## config.mk

```make
export PLATFORM = sky130hd
export DESIGN_NAME = crc_checked_channel_command_slave_core
export DESIGN_NICKNAME = d
export VERILOG_FILES = /design/src/rtl/ccs_pkg.sv /design/src/rtl/ccs_ctrl.sv /design/src/rtl/ccs_datapath.sv /design/src/rtl/crc_checked_channel_command_slave_core.sv
export SDC_FILE = /design/constraint.sdc
export NUM_CORES = 1
export LEC_CHECK = 0
export ABC_AREA = 1
export BUFFER_PORTS_ARGS = -buffer_cell sky130_fd_sc_hd__buf_2
export CAP_MARGIN = 20
export CELL_PAD_IN_SITES_DETAIL_PLACEMENT = 0
export CELL_PAD_IN_SITES_GLOBAL_PLACEMENT = 1
export CORE_MARGIN = 2
export CORE_UTILIZATION = 44
export DETAILED_ROUTE_END_ITERATION = 8
export PLACE_DENSITY_LB_ADDON = 0.1
export SLEW_MARGIN = 20
export SYNTH_ARGS = -nofsm -noshare
export SYNTH_HDL_FRONTEND = slang
export SYNTH_SLANG_ARGS = --single-unit
```

## constraint.sdc

```tcl
create_clock -name clk -period 5.7 [get_ports clk]
set_clock_uncertainty 0.2 [all_clocks]
set_input_delay 0.855 -clock clk [delete_from_list [all_inputs] [get_ports clk]]
set_output_delay 0.855 -clock clk [all_outputs]
set_load 0.02 [all_outputs]
```

## src/rtl/ccs_pkg.sv

```systemverilog
`default_nettype none

package ccs_pkg;

  localparam int CHANNELS = 8;
  localparam int CH_W = (CHANNELS > 1) ? $clog2(CHANNELS) : 1;
  localparam int LAST_W = 4;
  localparam logic [LAST_W-1:0] CH_LIMIT = LAST_W'(CHANNELS);
  localparam logic [LAST_W-1:0] INVALID_CH = 4'd15;

  localparam int CRC_BYTES = 7;
  localparam int CNT_W = $clog2(CRC_BYTES);
  localparam logic [7:0] CRC_POLY = 8'h07;
  localparam logic [7:0] CRC_MSB = 8'h80;
  localparam logic [7:0] ERR_MARK = 8'hFF;
  localparam logic [7:0] MANUAL_BASE = 8'd155;
  localparam logic [7:0] PKT_LEN = 8'd8;

  typedef enum logic [1:0] {
    OP_WRITE = 2'd0,
    OP_READ  = 2'd1,
    OP_XCHG  = 2'd2,
    OP_NONE  = 2'd3
  } op_t;

  typedef enum logic [2:0] {
    WO_OK       = 3'd0,
    WO_LENGTH   = 3'd1,
    WO_CRC      = 3'd2,
    WO_CHANNEL  = 3'd3,
    WO_NO_WRITE = 3'd4
  } outcome_t;

  typedef enum logic [1:0] {
    MODE_HYST       = 2'd0,
    MODE_REGULATED  = 2'd1,
    MODE_FIXED_PWR  = 2'd2
  } mode_t;

  localparam logic [0:0] REG_CRC_ERR_STATUS = 1'd0;
  localparam logic [0:0] REG_TIMEOUT_MASK   = 1'd1;

  typedef struct packed {
    logic load;
    logic prep;
    logic crc_step;
    logic exec;
  } cmd_t;

  function automatic logic [7:0] crc8_byte(input logic [7:0] crc_in, input logic [7:0] data);
    logic [7:0] c;
    c = crc_in ^ data;
    for (int j = 0; j < 8; j++) begin
      if ((c & CRC_MSB) != 8'd0) begin
        c = {c[6:0], 1'b0} ^ CRC_POLY;
      end else begin
        c = {c[6:0], 1'b0};
      end
    end
    return c;
  endfunction

endpackage

`default_nettype wire

```

## src/rtl/ccs_ctrl.sv

```systemverilog
`default_nettype none

module ccs_ctrl (
  input  wire logic          clk,
  input  wire logic          rst_n,
  input  wire logic          start,
  output logic               busy,
  output logic               out_strobe,
  output ccs_pkg::cmd_t      cmd
);
  import ccs_pkg::*;

  typedef enum logic [4:0] {
    S_IDLE = 5'b00001,
    S_PREP = 5'b00010,
    S_CRC  = 5'b00100,
    S_EXEC = 5'b01000,
    S_OUT  = 5'b10000
  } state_t;

  state_t state_r, state_nxt;
  logic [CNT_W-1:0] cnt_r, cnt_nxt;

  always_comb begin
    state_nxt = state_r;
    cnt_nxt = cnt_r;
    cmd = '0;
    unique case (state_r)
      S_IDLE: begin
        if (start) begin
          cmd.load = 1'b1;
          state_nxt = S_PREP;
        end
      end
      S_PREP: begin
        cmd.prep = 1'b1;
        cnt_nxt = '0;
        state_nxt = S_CRC;
      end
      S_CRC: begin
        cmd.crc_step = 1'b1;
        cnt_nxt = cnt_r + 1'b1;
        if (cnt_r == CNT_W'(CRC_BYTES - 1)) begin
          state_nxt = S_EXEC;
        end
      end
      S_EXEC: begin
        cmd.exec = 1'b1;
        state_nxt = S_OUT;
      end
      S_OUT: begin
        state_nxt = S_IDLE;
      end
      default: begin
        state_nxt = S_IDLE;
      end
    endcase
  end

  always_ff @(posedge clk) begin
    if (!rst_n) begin
      state_r <= S_IDLE;
      cnt_r <= '0;
    end else begin
      state_r <= state_nxt;
      cnt_r <= cnt_nxt;
    end
  end

  assign busy = (state_r != S_IDLE);
  assign out_strobe = (state_r == S_OUT);

endmodule

`default_nettype wire

```

## src/rtl/ccs_datapath.sv

```systemverilog
`default_nettype none

module ccs_datapath (
  input  wire logic                clk,
  input  wire logic                rst_n,
  input  wire ccs_pkg::cmd_t       cmd,
  input  wire logic                cfg_we,
  input  wire logic [0:0]          cfg_index,
  input  wire logic [7:0]          cfg_wdata,
  input  wire logic [1:0]          in_op,
  input  wire logic [7:0]          in_write_length,
  input  wire logic [63:0]         in_write_packet,
  input  wire logic [2:0]          in_local_channel,
  input  wire logic [7:0]          in_local_power,
  input  wire logic [7:0]          in_local_status,
  output logic [63:0]              out_response_packet,
  output logic [2:0]               out_write_outcome,
  output logic [1:0]               out_local_mode,
  output logic [6:0]               out_local_manual_power,
  output logic signed [15:0]       out_local_current_temp,
  output logic signed [15:0]       out_local_target_temp
);
  import ccs_pkg::*;

  logic [7:0] crc_err_status_r;
  logic [7:0] timeout_mask_r;
  logic [LAST_W-1:0] last_ch_r;

  logic [1:0]  mode_r   [CHANNELS];
  logic [6:0]  mpow_r   [CHANNELS];
  logic [15:0] cur_r    [CHANNELS];
  logic [15:0] tgt_r    [CHANNELS];
  logic [7:0]  opow_r   [CHANNELS];
  logic [7:0]  status_r [CHANNELS];

  op_t         op_r;
  logic [7:0]  len_r;
  logic [63:0] pkt_r;
  logic [2:0]  lch_r;
  logic [7:0]  lpow_r;
  logic [7:0]  lstat_r;

  logic [55:0] body_r;
  logic [55:0] shift_r;
  logic [7:0]  crc_r;

  logic [63:0] resp_o_r;
  outcome_t    outcome_o_r;
  logic [1:0]  lmode_o_r;
  logic [6:0]  lmpow_o_r;
  logic [15:0] lcur_o_r;
  logic [15:0] ltgt_o_r;

  logic [CH_W-1:0] idx;
  logic [7:0] wr_ch;
  logic [7:0] mode_byte;
  logic [7:0] manual_diff;
  logic lch_ok;
  logic last_ok;
  outcome_t outcome;

  assign wr_ch = pkt_r[55:48];
  assign mode_byte = pkt_r[47:40];
  assign manual_diff = mode_byte - MANUAL_BASE;
  assign lch_ok = ({1'b0, lch_r} < CH_LIMIT);
  assign last_ok = (last_ch_r < CH_LIMIT);

  always_comb begin
    unique case (op_r)
      OP_READ: idx = last_ch_r[CH_W-1:0];
      OP_XCHG: idx = CH_W'({1'b0, lch_r});
      default: idx = wr_ch[CH_W-1:0];
    endcase
  end

  always_comb begin
    priority if (len_r != PKT_LEN) begin
      outcome = WO_LENGTH;
    end else if (crc_r != pkt_r[7:0]) begin
      outcome = WO_CRC;
    end else if (wr_ch >= {4'd0, CH_LIMIT}) begin
      outcome = WO_CHANNEL;
    end else begin
      outcome = WO_OK;
    end
  end

  // configuration
  always_ff @(posedge clk) begin
    if (!rst_n) begin
      crc_err_status_r <= 8'd1;
      timeout_mask_r <= 8'd2;
    end else if (cfg_we) begin
      unique case (cfg_index)
        REG_CRC_ERR_STATUS: crc_err_status_r <= cfg_wdata;
        REG_TIMEOUT_MASK:   timeout_mask_r <= cfg_wdata;
        default: ;
      endcase
    end
  end

  // input word and crc unit
  always_ff @(posedge clk) begin
    if (cmd.load) begin
      op_r <= op_t'(in_op);
      len_r <= in_write_length;
      pkt_r <= in_write_packet;
      lch_r <= in_local_channel;
      lpow_r <= in_local_power;
      lstat_r <= in_local_status;
    end
    if (cmd.prep) begin
      crc_r <= 8'd0;
      if (op_r == OP_WRITE) begin
        body_r <= pkt_r[63:8];
        shift_r <= pkt_r[63:8];
      end else if (!last_ok) begin
        body_r <= {ERR_MARK, ERR_MARK, 24'd0, crc_err_status_r, 8'd0};
        shift_r <= {ERR_MARK, ERR_MARK, 24'd0, crc_err_status_r, 8'd0};
      end else begin
        body_r <= {4'd0, last_ch_r, 6'd0, mode_r[idx], opow_r[idx], tgt_r[idx],
                   status_r[idx], 8'd0};
        shift_r <= {4'd0, last_ch_r, 6'd0, mode_r[idx], opow_r[idx], tgt_r[idx],
                    status_r[idx], 8'd0};
      end
    end
    if (cmd.crc_step) begin
      crc_r <= crc8_byte(crc_r, shift_r[55:48]);
      shift_r <= {shift_r[47:0], 8'd0};
    end
  end

  // channel table and last channel
  always_ff @(posedge clk) begin
    if (!rst_n) begin
      last_ch_r <= INVALID_CH;
      for (int i = 0; i < CHANNELS; i++) begin
        mode_r[i] <= MODE_HYST;
        mpow_r[i] <= '0;
        cur_r[i] <= '0;
        tgt_r[i] <= '0;
        opow_r[i] <= '0;
        status_r[i] <= '0;
      end
    end else if (cmd.exec) begin
      if (op_r == OP_WRITE) begin
        if (outcome == WO_OK) begin
          last_ch_r <= wr_ch[LAST_W-1:0];
          if (mode_byte == 8'd0) begin
            mode_r[idx] <= MODE_HYST;
          end else if (mode_byte == 8'd1) begin
            mode_r[idx] <= MODE_REGULATED;
          end else if (mode_byte >= MANUAL_BASE) begin
            mode_r[idx] <= MODE_FIXED_PWR;
            mpow_r[idx] <= manual_diff[6:0];
          end
          cur_r[idx] <= pkt_r[39:24];
          tgt_r[idx] <= pkt_r[23:8];
          status_r[idx] <= status_r[idx] & ~timeout_mask_r;
        end else begin
          last_ch_r <= INVALID_CH;
        end
      end else if (op_r == OP_XCHG && lch_ok) begin
        opow_r[idx] <= lpow_r;
        status_r[idx] <= lstat_r;
      end
    end
  end

  // result word
  always_ff @(posedge clk) begin
    if (cmd.exec) begin
      resp_o_r <= '0;
      outcome_o_r <= WO_NO_WRITE;
      lmode_o_r <= '0;
      lmpow_o_r <= '0;
      lcur_o_r <= '0;
      ltgt_o_r <= '0;
      unique case (op_r)
        OP_WRITE: outcome_o_r <= outcome;
        OP_READ:  resp_o_r <= {body_r, crc_r};
        OP_XCHG: begin
          if (lch_ok) begin
            lmode_o_r <= mode_r[idx];
            lmpow_o_r <= mpow_r[idx];
            lcur_o_r <= cur_r[idx];
            ltgt_o_r <= tgt_r[idx];
          end
        end
        default: ;
      endcase
    end
  end

  assign out_response_packet = resp_o_r;
  assign out_write_outcome = outcome_o_r;
  assign out_local_mode = lmode_o_r;
  assign out_local_manual_power = lmpow_o_r;
  assign out_local_current_temp = lcur_o_r;
  assign out_local_target_temp = ltgt_o_r;

endmodule

`default_nettype wire

```

## src/rtl/crc_checked_channel_command_slave_core.sv

```systemverilog
// a new word is accepted only after the previous one is done (busy low); the crc-8 unit is byte-serial (7 steps)
// busy stays high from the accepting edge until the result cycle has ended
// the receiver cannot stall: out_strobe is high for exactly one cycle per word
// synchronous active-low reset clears the controller, the channel table,
// the last channel (invalid) and the configuration registers to their defaults
`default_nettype none

module crc_checked_channel_command_slave_core (
  input  wire logic          clk,
  input  wire logic          rst_n,
  input  wire logic          start,
  output logic               busy,
  input  wire logic [1:0]    in_op,
  input  wire logic [7:0]    in_write_length,
  input  wire logic [63:0]   in_write_packet,
  input  wire logic [2:0]    in_local_channel,
  input  wire logic [7:0]    in_local_power,
  input  wire logic [7:0]    in_local_status,
  output logic               out_strobe,
  output logic [63:0]        out_response_packet,
  output logic [2:0]         out_write_outcome,
  output logic [1:0]         out_local_mode,
  output logic [6:0]         out_local_manual_power,
  output logic signed [15:0] out_local_current_temp,
  output logic signed [15:0] out_local_target_temp,
  input  wire logic          cfg_we,
  input  wire logic [0:0]    cfg_index,
  input  wire logic [7:0]    cfg_wdata
);
  import ccs_pkg::*;

  cmd_t cmd;

  ccs_ctrl u_ctrl (
    .clk        (clk),
    .rst_n      (rst_n),
    .start      (start),
    .busy       (busy),
    .out_strobe (out_strobe),
    .cmd        (cmd)
  );

  ccs_datapath u_dp (
    .clk                    (clk),
    .rst_n                  (rst_n),
    .cmd                    (cmd),
    .cfg_we                 (cfg_we),
    .cfg_index              (cfg_index),
    .cfg_wdata              (cfg_wdata),
    .in_op                  (in_op),
    .in_write_length        (in_write_length),
    .in_write_packet        (in_write_packet),
    .in_local_channel       (in_local_channel),
    .in_local_power         (in_local_power),
    .in_local_status        (in_local_status),
    .out_response_packet    (out_response_packet),
    .out_write_outcome      (out_write_outcome),
    .out_local_mode         (out_local_mode),
    .out_local_manual_power (out_local_manual_power),
    .out_local_current_temp (out_local_current_temp),
    .out_local_target_temp  (out_local_target_temp)
  );

  a_accept_busy: assert property (@(posedge clk) disable iff (!rst_n)
    start && !busy |=> busy)
    else $error("accepted word did not raise busy");

  a_strobe_single: assert property (@(posedge clk) disable iff (!rst_n)
    out_strobe |=> !out_strobe && !busy)
    else $error("result strobe longer than one cycle");

  a_strobe_busy: assert property (@(posedge clk) disable iff (!rst_n)
    out_strobe |-> busy)
    else $error("result strobe outside a busy period");

  a_write_no_resp: assert property (@(posedge clk) disable iff (!rst_n)
    out_strobe && (out_write_outcome != WO_NO_WRITE) |-> (out_response_packet == 64'd0))
    else $error("write result carries a response packet");

endmodule

`default_nettype wire

```

==> results by group <==
Run status
  – Status: finished, final reports clean

Die
  – Die area: roughly 80000 um2
  – Die width: between 200 and 300 um
  – Die height: approximately 280 um
  – Initial core utilization: between 40 and 50%
  – Top Ports: approximately 220
  – Rows: just over 100
  – Core Area: 77200 um2

Yosys
  – Avg Cell Area, Syn: between 10 and 15 um2
  – Yosys warning count: 0
  – Largest area contributor in the netlist: edfxtp_1
  – Top-area cell type share of the netlist area: between 60% and 70%
  – Mapped cell area: approximately 34000 um2
  – Yosys reg bits: 805
  – Post-synth ARST share: 0%
  – Post-synth net total: 3378
  – EDFF count, synth: 769
  – Unique masters post-synth: 36
  – Sequential area share after synthesis: 69.6%
  – Synth area leaders: edfxtp_1, nand2_1, nor2_1, a21oi_1, inv_1
  – Most used DFF post-synth: edfxtp_1
  – Cells after Synth: 3264

Setup path
  – CP Max Fanout: 36
  – FF-to-FF path depth: 11
  – Worst EP required: just under 6 ns
  – R2R Setup Slk: between 1 and 1.5 ns
  – Crit. End Element: flop
  – Reg2Reg Launch Point: u_dp.op_r[1]$_DFFE_PP_
  – Worst setup SP type: flop
  – R2r endpoint: u_dp.tgt_r[5][7]$_SDFFCE_PN0P_
  – WP data arrival: 4.62 ns
  – Crit Path Category: reg -> reg

Global routing
  – Global Route Usage Sum: 25.9%
  – Largest net degree at the start of global routing: 73
  – Wire length of the first global-routing pass: roughly 150000 um
  – Initial antenna violation count: 1
  – GRT overflow: 0
  – Vias in the first global route: about 24000

Clock network
  – Post-CTS Hold Buffers: 0
  – Sink Count: 805
  – CTS tree: yes
  – Clk pin slew, worst setup/hold paths: ~0.060 ns
  – Clock latency reported for the late side of the worst-skew pair: 0.64 ns
  – Post-cts sizing count: 0
  – H-Tree Depth: 3
  – CTS buffer count: 88
  – Post-CTS Setup Bufs: 0
  – Clock Tree Root: clkbuf_16
  – CTS Buffer Depth: 3

Timing
  – Minimum clock period: 4.56 ns
  – Actual slew at the worst max-slew pin: ~1.1 ns
  – Final Max Tran Viols: 0
  – Final hold vios: 0
  – Final setup viols: 0
  – Headroom to the max-slew limit: about 27%
  – Final Cycle Share: between 70% and 80%
  – Max Freq: around 220 MHz
  – Min Hold Slack: roughly 0.18 ns
  – Setup TNS: 0 ns
  – RSZ-0062 raised after global routing: no

Cells and area
  – Diode count: 0
  – Fraction of layout cells with a size suffix above 1: 12.2%
  – Most common cell after layout, fill and taps aside: nand2_1
  – Final cell count without fillers: roughly 4600
  – Fillers: 7013
  – Synth-to-Final Area Change: 15.0%
  – Fin nets: 3573
  – Leading cell types in the layout, fill and taps excluded: nand2_1, edfxtp_1, nor2_1
  – Post-layout util: 51.0%

Place
  – IO Port Bufs: 215
  – GPL Wtd Cong: slightly below 0.9
  – Post-Place Cells: approximately 4400
  – Dpl hpwl: 67600 um

Power and ir drop
  – Peak VDD IR: around 0.24 mV
  – PD cells: about 360 nW/um2
  – Static Leak: 16.4 nW
  – Total power: about 14 mW

Detailed routing
  – Avg Vias per Cell: between 5 and 6
  – Routed WL: 105000 um
  – DR iter-0 viols: ~2500
  – Vias: around 24000
  – Routed len/inst: approximately 23 um
  – DR pass1 iterations: 6
  – Antenna Violating Nets Remaining: 0
  – DR DRC count: 0

Min path
  – Hold Path Class: in -> reg
  – Hold_sp: in_local_status[7]
  – Hold Crit Depth: 1
  – Hold Path End: u_dp.lstat_r[7]$_DFFE_PP_

Flow run
  – Max-cap violations: 0
==> cells by family (layout without fill, tap and decap cells) <==
| family | after synthesis | after routing | share of synthesized area (%) |
|---|---|---|---|
| compound gates | 264 | 264 | 4.09 |
| buf+inv | 404 | 673 | 4.69 |
| simple gates | 1751 | 1751 | 20.5 |
| xor+xnor | 32 | 32 | 0.819 |
| fa+ha+maj | 8 | 8 | 0.292 |
| flops | 805 | 805 | 69.6 |
==> per-layer routing <==
layer | up-vias | track usage, % | wire length (um)
li1 | 11259 | - | -
met1 | 11767 | 36.4 | 45000
met2 | 956 | 41.9 | 49400
met3 | 155 | 3.54 | 7250
met4 | 0 | 8.10 | 3070
met5 | - | 0 | 0
==> power breakdown <==
group | switching, mW | leakage, nW | internal (mW)
Clock | 2.39 | 1.44 | 3.51
Combinational | 1.20 | 7.06 | 0.346
Sequential | 0.0964 | 7.88 | 6.70
==> metrics by stage <==
stage | worst slack, ns | cell area [um2]
2_1_floorplan | 0.168 | 34200
3_3_place_gp | 1.31 | 36300
3_5_place_dp | 1.21 | 36400
4_1_cts | 1.20 | 39300
5_1_grt | 0.904 | 39300
6_report | 1.14 | 39300
==> worst max-delay path by stage <==
stage	start	endpoint	slack (ns)
finish	u_dp.op_r[1]$_DFFE_PP_	u_dp.tgt_r[5][7]$_SDFFCE_PN0P_	1.14
global route	u_dp.op_r[1]$_DFFE_PP_	u_dp.tgt_r[5][1]$_SDFFCE_PN0P_	0.90
CTS	u_dp.op_r[1]$_DFFE_PP_	u_dp.mode_r[1][1]$_SDFFCE_PN0P_	1.20
detailed placement	u_dp.op_r[1]$_DFFE_PP_	u_dp.mode_r[1][1]$_SDFFCE_PN0P_	1.21
global placement	u_dp.op_r[1]$_DFFE_PP_	u_dp.tgt_r[1][1]$_SDFFCE_PN0P_	1.31
floorplan	u_ctrl.state_r[3]$_SDFFE_PN0P_	u_dp.lch_r[0]$_DFFE_PP_	0.17
==> synth_stat cells (2+ instances only) <==
cell	n
nand2_1	1033
edfxtp_1	769
nor2_1	497
inv_1	219
a21oi_1	168
nand3_1	136
clkbuf_1	78
o21ai_0	72
buf_2	64
nand4_1	54
dfxtp_1	36
xnor2_1	24
inv_2	17
a22o_1	14
buf_1	13
clkinv_1	11
ha_1	8
xor2_1	8
nand3b_1	7
o21a_1	7
nor4_1	5
nand3_2	3
nor3_1	3
buf_4	2
nand2_2	2
nor2_2	2
nor3_4	2
o2bb2ai_1	2
==> final cells by class <==
| class | count | area (um2) | share of cell area [%] |
|---|---|---|---|
| flip-flops and latches | 805 | 23800 | 60.5 |
| multi-input cells | 2055 | 8860 | 22.5 |
| clock buffers | 111 | 2340 | 5.95 |
| repair buffers | 262 | 1470 | 3.75 |
| well taps | 1040 | 1300 | 3.31 |
| inverters | 247 | 930 | 2.36 |
| clock inverters | 53 | 631 | 1.60 |
==> registers in the layout, summed over array words and instances, names as in the netlist, 16 cells and up <==
| name | count |
|---|---|
| u_dp.cur_r | 128 |
| u_dp.tgt_r | 128 |
| u_dp.opow_r | 64 |
| u_dp.out_response_packet | 64 |
| u_dp.pkt_r | 64 |
| u_dp.status_r | 64 |
| u_dp.body_r | 56 |
| u_dp.mpow_r | 56 |
| u_dp.shift_r | 56 |
| u_dp.mode_r | 16 |
| u_dp.out_local_current_temp | 16 |
| u_dp.out_local_target_temp | 16 |
==> critical path: stages, from the launching register on <==
cell and delay, ns:
edfxtp_1 0.40, inv_1 0.10, ha_2 0.54, nand2_1 0.14, nand3_2 0.13, nand2_4 0.21
inv_2 0.63, nand3_1 0.36, nor2_1 0.36, inv_2 0.41, nand2_1 0.15, buf_4 0.48
No activity file was read; power rests on OpenSTA's default activity.
